--- src/hdl/tlhe_pkg.sv ---
// Shared types and constants of the thick line hexagon expander.
`timescale 1ns / 1ps
package tlhe_pkg;

	localparam int FRAC_BITS_DEF = 16;
	localparam int MAT_WORDS     = 48;

	localparam logic [5:0] BASE_WVP  = 6'd0;
	localparam logic [5:0] BASE_WV   = 6'd16;
	localparam logic [5:0] BASE_PROJ = 6'd32;

	localparam logic [2:0] CFG_MODE   = 3'd0;
	localparam logic [2:0] CFG_VIEW_W = 3'd1;
	localparam logic [2:0] CFG_HALF_X = 3'd2;
	localparam logic [2:0] CFG_HALF_Y = 3'd3;
	localparam logic [2:0] CFG_MIN_X  = 3'd4;
	localparam logic [2:0] CFG_MIN_Y  = 3'd5;

	localparam logic [30:0] VIEW_WIDTH_RST = 31'd65536;

	typedef enum logic [3:0] {
		U_MAC, U_HW, U_HH, U_HS, U_MW, U_MH, U_P0, U_P1, U_P2, U_P3
	} uop_t;

	typedef enum logic [2:0] {V_VIN, V_VC, V_TL, V_C, V_TC} vec_t;

	typedef struct packed {
		logic       load_word;
		logic       latch_vtx;
		logic       mul_valid;
		uop_t       uop;
		vec_t       src;
		vec_t       dst;
		logic [1:0] i;
		logic [1:0] j;
		logic [5:0] addr;
		logic       tl_en;
		logic       ext_en;
		logic       ep_en;
		logic       ep_e1;
		logic       sel_en;
		logic [2:0] k;
	} dp_cmd_t;

	typedef struct packed {
		logic mode;
	} dp_stat_t;

endpackage

--- src/hdl/tlhe_ctrl.sv ---
// Sequencer of the thick line hexagon expander: steps the shared multiplier and the datapath.
`timescale 1ns / 1ps
module tlhe_ctrl
	import tlhe_pkg::*;
(
	input  logic     clk,
	input  logic     arst_n,
	input  logic     in_valid,
	output logic     in_stall,
	input  logic     op,
	output logic     out_valid,
	input  logic     out_stall,
	input  dp_stat_t stat,
	output dp_cmd_t  cmd
);

	typedef enum logic [3:0] {
		S_IDLE, S_XF1, S_WAIT, S_SCL, S_HS, S_TL, S_XF2, S_MIN, S_EXT, S_EP,
		S_XP, S_SEL, S_EMIT
	} state_t;

	state_t     state_q, nxt_q;
	logic [4:0] cnt_q;
	logic       phase_q;

	always_ff @(posedge clk or negedge arst_n) begin
		if (!arst_n) begin
			state_q <= S_IDLE;
			nxt_q   <= S_IDLE;
			cnt_q   <= '0;
			phase_q <= 1'b0;
		end else begin
			unique case (state_q)
				S_IDLE: begin
					if (in_valid && op) begin
						state_q <= S_XF1;
						cnt_q   <= '0;
					end
				end
				S_XF1: begin
					cnt_q <= cnt_q + 5'd1;
					if (cnt_q == 5'd15) begin
						state_q <= S_WAIT;
						cnt_q   <= 5'd1;
						nxt_q   <= stat.mode ? S_SCL : S_HS;
					end
				end
				S_WAIT: begin
					if (cnt_q == 5'd0) state_q <= nxt_q;
					else cnt_q <= cnt_q - 5'd1;
				end
				S_SCL, S_MIN: begin
					cnt_q <= cnt_q + 5'd1;
					if (cnt_q == 5'd1) begin
						state_q <= S_WAIT;
						cnt_q   <= 5'd1;
						nxt_q   <= (state_q == S_SCL) ? S_EP : S_EXT;
					end
				end
				S_HS: begin
					state_q <= S_WAIT;
					cnt_q   <= 5'd1;
					nxt_q   <= S_TL;
				end
				S_TL: begin
					state_q <= S_XF2;
					cnt_q   <= '0;
				end
				S_XF2: begin
					cnt_q <= cnt_q + 5'd1;
					if (cnt_q == 5'd31) begin
						state_q <= S_MIN;
						cnt_q   <= '0;
					end
				end
				S_EXT: state_q <= S_EP;
				S_EP: begin
					if (phase_q) begin
						state_q <= S_XP;
						cnt_q   <= '0;
					end else begin
						phase_q <= 1'b1;
						state_q <= S_IDLE;
					end
				end
				S_XP: begin
					cnt_q <= cnt_q + 5'd1;
					if (cnt_q == 5'd3) begin
						state_q <= S_WAIT;
						cnt_q   <= 5'd1;
						nxt_q   <= S_SEL;
					end
				end
				S_SEL: begin
					state_q <= S_EMIT;
					cnt_q   <= '0;
				end
				S_EMIT: begin
					if (!out_stall) begin
						if (cnt_q == 5'd5) begin
							state_q <= S_IDLE;
							phase_q <= 1'b0;
						end else begin
							cnt_q <= cnt_q + 5'd1;
						end
					end
				end
				default: state_q <= S_IDLE;
			endcase
		end
	end

	assign in_stall  = (state_q != S_IDLE);
	assign out_valid = (state_q == S_EMIT);

	always_comb begin
		cmd           = '0;
		cmd.uop       = U_MAC;
		cmd.src       = V_VIN;
		cmd.dst       = V_C;
		cmd.k         = cnt_q[2:0];
		cmd.ep_e1     = phase_q;
		cmd.load_word = (state_q == S_IDLE) && in_valid && !op;
		cmd.latch_vtx = (state_q == S_IDLE) && in_valid && op;
		unique case (state_q)
			S_XF1: begin
				cmd.mul_valid = 1'b1;
				cmd.dst       = stat.mode ? V_C : V_VC;
				cmd.j         = cnt_q[3:2];
				cmd.i         = cnt_q[1:0];
				cmd.addr      = (stat.mode ? BASE_WVP : BASE_WV) + {2'b00, cnt_q[1:0], cnt_q[3:2]};
			end
			S_XF2: begin
				cmd.mul_valid = 1'b1;
				cmd.src       = cnt_q[4] ? V_TL : V_VC;
				cmd.dst       = cnt_q[4] ? V_TC : V_C;
				cmd.j         = cnt_q[3:2];
				cmd.i         = cnt_q[1:0];
				cmd.addr      = BASE_PROJ + {2'b00, cnt_q[1:0], cnt_q[3:2]};
			end
			S_SCL: begin
				cmd.mul_valid = 1'b1;
				cmd.uop       = cnt_q[0] ? U_HH : U_HW;
			end
			S_MIN: begin
				cmd.mul_valid = 1'b1;
				cmd.uop       = cnt_q[0] ? U_MH : U_MW;
			end
			S_HS: begin
				cmd.mul_valid = 1'b1;
				cmd.uop       = U_HS;
			end
			S_XP: begin
				cmd.mul_valid = 1'b1;
				unique case (cnt_q[1:0])
					2'd0: cmd.uop = U_P0;
					2'd1: cmd.uop = U_P1;
					2'd2: cmd.uop = U_P2;
					default: cmd.uop = U_P3;
				endcase
			end
			S_TL:  cmd.tl_en  = 1'b1;
			S_EXT: cmd.ext_en = 1'b1;
			S_EP:  cmd.ep_en  = 1'b1;
			S_SEL: cmd.sel_en = 1'b1;
			default: ;
		endcase
	end

endmodule

--- config.mk ---
export PLATFORM = sky130hd
export DESIGN_NAME = tlhe_ctrl
export DESIGN_NICKNAME = d
export VERILOG_FILES = /design/src/hdl/tlhe_pkg.sv /design/src/hdl/tlhe_ctrl.sv
export SDC_FILE = /design/constraint.sdc
export NUM_CORES = 1
export LEC_CHECK = 0
export ABC_AREA = 1
export BUFFER_PORTS_ARGS = -buffer_cell sky130_fd_sc_hd__clkbuf_2
export CORE_ASPECT_RATIO = 2
export CORE_UTILIZATION = 33
export CTS_BUF_LIST = sky130_fd_sc_hd__clkbuf_4
export DETAILED_ROUTE_END_ITERATION = 16
export PLACE_DENSITY = 0.65
export REMOVE_ABC_BUFFERS = 1
export SYNTH_ARGS = -nofsm -noshare
export SYNTH_HDL_FRONTEND = slang
export SYNTH_SLANG_ARGS = --single-unit
--- constraint.sdc ---
create_clock -name clk -period 2.3 [get_ports clk]
set_input_delay 0.575 -clock clk [delete_from_list [all_inputs] [get_ports clk]]
set_output_delay 0.575 -clock clk [all_outputs]
set_load 0.1 [all_outputs]
======== After elaboration in Yosys (flattened, before gate mapping) ========
Index checks and enable logic that the tools add are counted.
storage, ports and cells
  flip-flop bits (word level) ............. 14
  bits in latches ......................... 0
  RAM bits ................................ 0
  bits in read-only memories .............. 0
  bits of input ports ..................... 6
  output and inout bits ................... 33
  logic and storage cells ................. 101
  memories ................................ 0
operators by class
  $add $sub $neg .......................... 4
  multiply operators ...................... 0
  divide/modulo/power cells ............... 0
  magnitude comparators ................... 0
  eq/ne operators ......................... 30
  shift-type cells ........................ 0
  muxes and demuxes ....................... 44
  bitwise logic cells ..................... 0
  reductions and logical operators ........ 19
operators by type and width
  kind                 count
  $mux 5               10
  $pmux 5 s10          1
  $mux 4               12
  $pmux 4 s12          1
  $pmux 4 s4           2
  $pmux 13 s2          1
  $eq 4x4->1 const B   5
  $ne 2x2->1 const B   10
  $eq 4x3->1 const B   4
  $pmux 4 s3           1
  $reduce_bool 10->1   1
  $mux 1               9
  $eq 4x2->1 const B   2
  $mux 2               4
  $reduce_and 8->1     1
  $reduce_bool 4->1    2
  $add 5x4->6          1
  $add 6x4->6 const A  1
  $mux 3               2
  $reduce_and 6->1     1
  $reduce_or 6->1      1
  $add 5x1->5 const B  1
  $eq 5x1->1 const B   1
  $eq 5x2->1 const B   1
  other kinds (18)     22

======== Depth between registers and ports, before layout ========
Gate-level depths: netlist (run 1).
  depth in word-level cells ............... 4
  gate-level depth with buffers ........... 12
  gate-level depth less buffers ........... 12

======== Least setup slack after synthesis (run 1) ========
No wires, ideal clock.
  kind .................................... register -> output
  from .................................... register state_q[3]
  to ...................................... output cmd[30] in the netlist's numbering
  arrival ................................. 3.842 ns
  required time ........................... 1.725 ns
  path slack .............................. -2.117 ns
  cell stages (with the launch flop) ...... 5
  buffers on the path ..................... 1
  cells stage by stage .................... dfrtp_1 > buf_4 > nor2_1 > nand2_1 > nor3b_1
RTL lines
  what                    line             source
  from (decl)             tlhe_ctrl.sv:22  state_t state_q, nxt_q;
  from (signal assigned)  tlhe_ctrl.sv:49  if (cnt_q == 5'd0) state_q <= nxt_q;
  to (decl)               tlhe_ctrl.sv:14  output dp_cmd_t cmd

==> summary.txt, run 1 <==
Logic synthesis
  • Syn Std Cell Area: between 1500 and 2000 µm²
  • Sequential fraction of the synthesis area: 20.7%
  • Area share of the largest cell type after synthesis: 20.7%
  • Synth warn: 0
  • #FFs+latches synth: 14
  • Post-synth ARST share: between 90% and 100%
  • Ys flop type: dfrtp_1
  • Post-synth EDFFs: 0
  • Synth area leaders: dfrtp_1 (21%), nand2_1 (19%), nor2_1 (8.2%)
  • Synth area leader: dfrtp_1
  • Most frequent cell after synthesis: nand2_1
  • Synth top cells by count: nand2_1 (88), nor2_1 (37), inv_1 (26)
  • Synthesized area per cell: a little over 6 µm²
  • Cell variety after synth: 31
  • Synthesized instance count: approximately 280

Status
  • Status: completed

Critical path
  • Largest stage delay on the critical path: ~0.47 ns
  • Worst path cell trace: buf_12, nand2_4, nor2_4, nor2_4, nand2_2, buf_12
  • Worst Path Class, Setup: reg -> out
  • CP arrival: approximately 1.7 ns
  • Worst Path Required: between 1.5 and 2 ns
  • Largest delay share family, worst path: simple AND/OR/NAND/NOR gates
  • Crit start category: flop
  • Crit path max fanout: 6
  • Slowest CP cell: dfrtp_2
  • Buffers and inverters on the worst path: 2
  • Setup crit end kind: output port

Clock tree
  • CTS buffer count: 3
  • Clock Latency Late Sink: slightly below 0.3 ns
  • Clk root buf: clkbuf_4
  • Clk slew on worst S/H paths: about 0.090 ns
  • Maximum clock insertion buffer count: 2
  • TritonCTS clock tree: built
  • Clock sink count: 14
  • Hold-fix buffers, CTS: 0
  • H-tree depth: 1

Final layout
  • P&R area growth vs syn: 47.7%
  • Share of cells above drive strength 1: between 30 and 40%
  • Final std cells w/o fill: about 380
  • Diode count: 0
  • Final net count: 342
  • Final core occ: a little over 50%

Min path
  • Hold crit path type: in -> async

Timing
  • Final clock skew: 0.00523 ns
  • Fin crit share: between 90 and 100%
  • Max Transition Viols Final: 0
  • Final hold vios: 0
  • Slew @ Worst Pin: approximately 0.54 ns
  • Min Hold Slack: 0.197 ns
  • Fmax: 0.440 GHz
  • RSZ-0062 raised after global routing: yes
  • Setup violators final: 0
  • Max transition margin: between 60% and 70%
  • Post-layout min period: roughly 2.3 ns
  • Setup TNS: 0 ns

Global routing
  • Vias in the first global route: 1790
  • Largest net degree at the start of global routing: 15
  • GRT Overall Usage: between 20% and 30%
  • Initial antenna violation count: 0
  • Remaining Overflow, GRT: 0
  • First-pass GRT wire length: 8470 µm

Placed design
  • DPL Wire Length: between 4000 and 5000 µm
  • Dpl cells: between 300 and 400
  • Port bufs: 37
  • Routability Congestion: 0.957

Routing
  • Drt via density: 5.04
  • Starting DRC count in detailed routing: 69
  • 1st-pass router iterations: 4
  • Drt wl/cell: around 15 µm
  • Total vias in the final route: just under 2000
  • Post-Route WL: around 5600 µm
  • Drc violations: 0
  • ANT nets after route: 0

Die
  • DIE AREA: around 5400 µm²
  • Chip Height: a little over 100 µm
  • Num ports: 39
  • Starting Density: approximately 35%
  • Die W: roughly 53 µm
  • Site Rows: 36
  • Core Region: 4910 µm²

Flow run
  • Max Cap Viol: 0
placed cells by master, fill, tap and decap left out, drive strengths merged, types with 2 or more instances in the layout:
cell / n
nand4: 3
o21ai: 15
ha: 9
nor3: 5
inv: 30
dfrtp: 14
nand3: 23
buf: 46
a21oi: 4
a211oi: 2
or2: 2
clkbuf: 14
nor2: 49
nand2: 101
state kept, by name, indices dropped and copies added (netlist names):
signal and flops:
cnt_q 5, state_q 4, phase_q 1, nxt_q 4
cell families (layout without fill, tap and decap cells):
| kind of cell | count (synthesis) | after routing | synth area share, % |
|---|---|---|---|
| compound gates | 26 | 26 | 9.23 |
| fa+ha+maj | 9 | 9 | 6.65 |
| buf+inv | 43 | 90 | 12.4 |
| flops | 14 | 14 | 20.7 |
| other cells | 1 | 1 | 0.221 |
| simple gates | 185 | 185 | 50.8 |
final timing paths:
path	end	start	slack, ns	cells after the start
worst min register to register	nxt_q[1]$_DFFE_PN0P_	nxt_q[1]$_DFFE_PN0P_	0.51	2
min in group clk	nxt_q[1]$_DFFE_PN0P_	nxt_q[1]$_DFFE_PN0P_	0.51	2
worst max-delay path	cmd[28]	state_q[1]$_DFFE_PN0P_	0.03	6
max in group asynchronous	state_q[1]$_DFFE_PN0P_	arst_n	1.77	1
worst max register to register	state_q[3]$_DFFE_PN0P_	cnt_q[0]$_DFFE_PN0P_	0.34	11
worst min-delay path	cnt_q[1]$_DFFE_PN0P_	arst_n	0.20	1
per-stage QoR:
step                instance area, µm²  setup slack [ns]
finish                            2500            0.0292
floorplan                         1600             -2.23
global route                      2500           -0.0455
CTS                               2370           -0.0162
global placement                  2310             0.160
detailed placement                2310             0.105
timing repair:
action / CTS / global route
gates resized for setup: 16 / 18
endpoints found under the setup margin: 18 / 16
setup buffers: 0 / 7
pin swaps: 0 / 4
layer usage:
metal	vias to the layer above	GRT usage [%]	wire, µm
met5	-	0	0
met3	24	0.877	133
met4	0	16.0	376
met1	886	20.0	1860
met2	56	42.5	3220
li1	961	-	-
layout make-up:
cell class,instances,area [µm²]
well taps,57,71.3
inverters,30,115
fillers,497,2410
clock buffers,3,22.5
flip-flops and latches,14,358
repair buffers,57,708
multi-input cells,221,1230
Power of run 1 is left out: the tool's default activity adds up to more than one toggle a clock period on the data nets, which glitch-free logic cannot reach.
==> inputs of run 2 (changes only) <==
- CORE_ASPECT_RATIO: 2 -> unset
==> run 2 against run 1 <==
First-iteration DRC count increased to 2.9 times the previous value. Setup slack got worse by 0.0062 ns. Critical path depth unchanged. Wire length decreased by 9.2%. Clock-buffer cell count unchanged. Die area decreased by 0.32%. Maximum frequency decreased by 0.27%. Sequential share of layout area increased by 0.44 points. Clock skew increased by 0.0063 ns. Critical endpoint is now cmd[12].
==> summary.txt, run 2 (synthesized netlist as in run 1, its figures left out) <==
Critical path
  • Worst path cell trace: nor2_2, nand2_2, buf_4, nor2_1, buf_4, buf_12 (was buf_12, nand2_4, nor2_4, nor2_4, nand2_2, buf_12)
  • Slowest CP cell: dfrtp_2 (unchanged)
  • CP arrival: 1.70 ns (about the same)
  • Setup crit end kind: output port (unchanged)
  • Worst Path Class, Setup: reg -> out (unchanged)
  • Most frequent CP cell: buf_4
  • Worst Path Required: 1.73 ns (about the same)
  • Largest stage delay on the critical path: 0.48 ns (was 0.47 ns)
  • Crit path max fanout: 9 (was 6)
  • Largest delay share family, worst path: flip-flops (was simple AND/OR/NAND/NOR gates)
  • Buffers and inverters on the worst path: 3 (was 2)
  • Crit start category: flop (unchanged)

Global routing
  • GRT Overall Usage: 19.1% (was 21.8%)
  • Vias in the first global route: 1627 (was 1790)
  • Initial antenna violation count: 0 (unchanged)
  • Largest net degree at the start of global routing: 15 (unchanged)
  • First-pass GRT wire length: 7780 µm (was 8470 µm)
  • Remaining Overflow, GRT: 0 (unchanged)

Routing
  • Drt via density: 5.05 (was 5.04)
  • Drc violations: 0 (unchanged)
  • Total vias in the final route: 1960 (was 1927)
  • Starting DRC count in detailed routing: 201 (was 69)
  • 1st-pass router iterations: 7 (was 4)
  • Post-Route WL: 5070 µm (was 5590 µm)
  • Drt wl/cell: 13.1 µm (was 14.6 µm)
  • ANT nets after route: 0 (unchanged)

Final layout
  • Most frequent cells in the layout: nand2_1 (87), inv_1 (26), nor2_1 (26), nand3_1 (22), buf_12 (21) (was nand2_1 (85), nor2_1 (28), inv_1 (25))
  • Share of cells above drive strength 1: 33.6% (was 35.4%)
  • Largest regs: cnt_q x5, nxt_q x4, state_q x4 (unchanged)
  • Final net count: 337 (was 342)
  • Most common cell after layout, fill and taps aside: nand2_1 (unchanged)
  • Max reg flops: 5 (unchanged)
  • Diode count: 0 (unchanged)
  • Register bank with the most flops: cnt_q (unchanged)
  • P&R area growth vs syn: 42.8% (was 47.7%)
  • Final std cells w/o fill: 388 (was 382)

Timing
  • Post-layout min period: 2.28 ns (was 2.27 ns)
  • Fin crit share: 99.0% (was 98.7%)
  • Max Transition Viols Final: 0 (unchanged)
  • Final hold vios: 0 (unchanged)
  • Fmax: 0.439 GHz (was 0.440 GHz)
  • Setup violators final: 0 (unchanged)
  • Slew @ Worst Pin: 0.543 ns (was 0.541 ns)
  • Final clock skew: 0.0115 ns (was 0.00523 ns)
  • RSZ-0062 raised after global routing: yes (unchanged)
  • Max transition margin: 63.9% (was 64.1%)

Clock tree
  • Hold-fix buffers, CTS: 0 (unchanged)
  • Clk slew on worst S/H paths: 0.11 ns (was 0.09 ns)
  • Maximum clock insertion buffer count: 2 (unchanged)
  • TritonCTS clock tree: built (unchanged)
  • Clock sink count: 14 (unchanged)
  • H-tree depth: 1 (unchanged)
  • CTS buffer count: 3 (unchanged)
  • Clock Latency Late Sink: 0.30 ns (was 0.29 ns)
  • Clk root buf: clkbuf_4 (unchanged)

Die
  • Die W: 73.7 µm (was 52.7 µm)
  • Core Region: 4820 µm² (was 4910 µm²)
  • Num ports: 39 (unchanged)
  • Chip Height: 73.7 µm (was 103 µm)
  • Starting Density: 35.2% (was 34.5%)
  • Site Rows: 25 (was 36)
  • DIE AREA: 5420 µm² (was 5440 µm²)

Placed design
  • Port bufs: 37 (unchanged)
  • DPL Wire Length: 4010 µm (was 4620 µm)
  • Dpl cells: 382 (was 372)
  • Routability Congestion: 0.966 (was 0.957)

Status
  • Status: completed (unchanged)

Min path
  • Hold crit path type: in -> async (unchanged)

Flow run
  • Max Cap Viol: 0 (unchanged)
-- run 2: cell types whose count changed in the layout (fill, tap and decap cells not counted), sizes merged --
cell,previous run,this run
buf,46,40
clkbuf,14,15
clkinv,0,1
-- run 2: cell type report --
type	instances	area, µm²
clock inverters	1	3.75
flip-flops and latches	14	357
well taps	67	83.8
fillers	498	2400
clock buffers	3	22.5
multi-input cells	221	1200
inverters	30	113
repair buffers	52	643
-- run 2: final timing paths --
path,endpoint,slack (ns),depth (start not counted),startpoint
min reg2reg,nxt_q[2]$_DFFE_PN0P_,0.50,2,nxt_q[2]$_DFFE_PN0P_
max,cmd[12],0.02,6,state_q[2]$_DFFE_PN0P_
max reg2reg,state_q[3]$_DFFE_PN0P_,0.28,12,cnt_q[1]$_DFFE_PN0P_
min,state_q[2]$_DFFE_PN0P_,0.18,1,arst_n
max in group asynchronous,state_q[3]$_DFFE_PN0P_,1.81,1,arst_n
min in group clk,nxt_q[2]$_DFFE_PN0P_,0.50,2,nxt_q[2]$_DFFE_PN0P_
-- run 2: timing repair --
action / in CTS / in global routing
endpoints found under the hold margin: 0 / 0
resized for setup: 14 / 11
pin swaps: 1 / 1
setup endpoints to repair: 18 / 16
setup buffers: 1 / 1
-- run 2: per-layer routing --
metal | GRT usage [%] | part of all wire, % | vias to the layer above
met5 | 0 | 0 | -
met4 | 5.77 | 1.6 | 0
met3 | 1.23 | 7.9 | 9
met2 | 29.7 | 46 | 102
met1 | 28.0 | 45 | 884
li1 | - | - | 965
-- run 2: worst reg2reg max path, cell delays in order (launching register included) --
cell and delay [ns]:
dfrtp_1 0.38, buf_4 0.13, ha_1 0.21, nand2_1 0.09
nor2_1 0.22, ha_1 0.26, inv_1 0.07, nand2_1 0.10
nand2_1 0.07, nor2_2 0.14, nand2_2 0.11, nand2_1 0.07
o21ai_1 0.06
-- run 2: metrics by stage --
stage	hold WS (ns)	worst slack, ns	util (%)	TNS [ns]	cell area (µm²)
floorplan	0.279	-2.23	-	-33.45	1600
global placement	0.472	0.168	47.8	0	2300
detailed placement	0.485	0.135	47.8	0	2300
CTS	0.186	0.00109	49.3	0	2370
global route	0.197	-0.0409	50.2	-0.235	2420
finish	0.175	0.0230	50.2	0	2420
Power of run 2 is left out for the same reason.
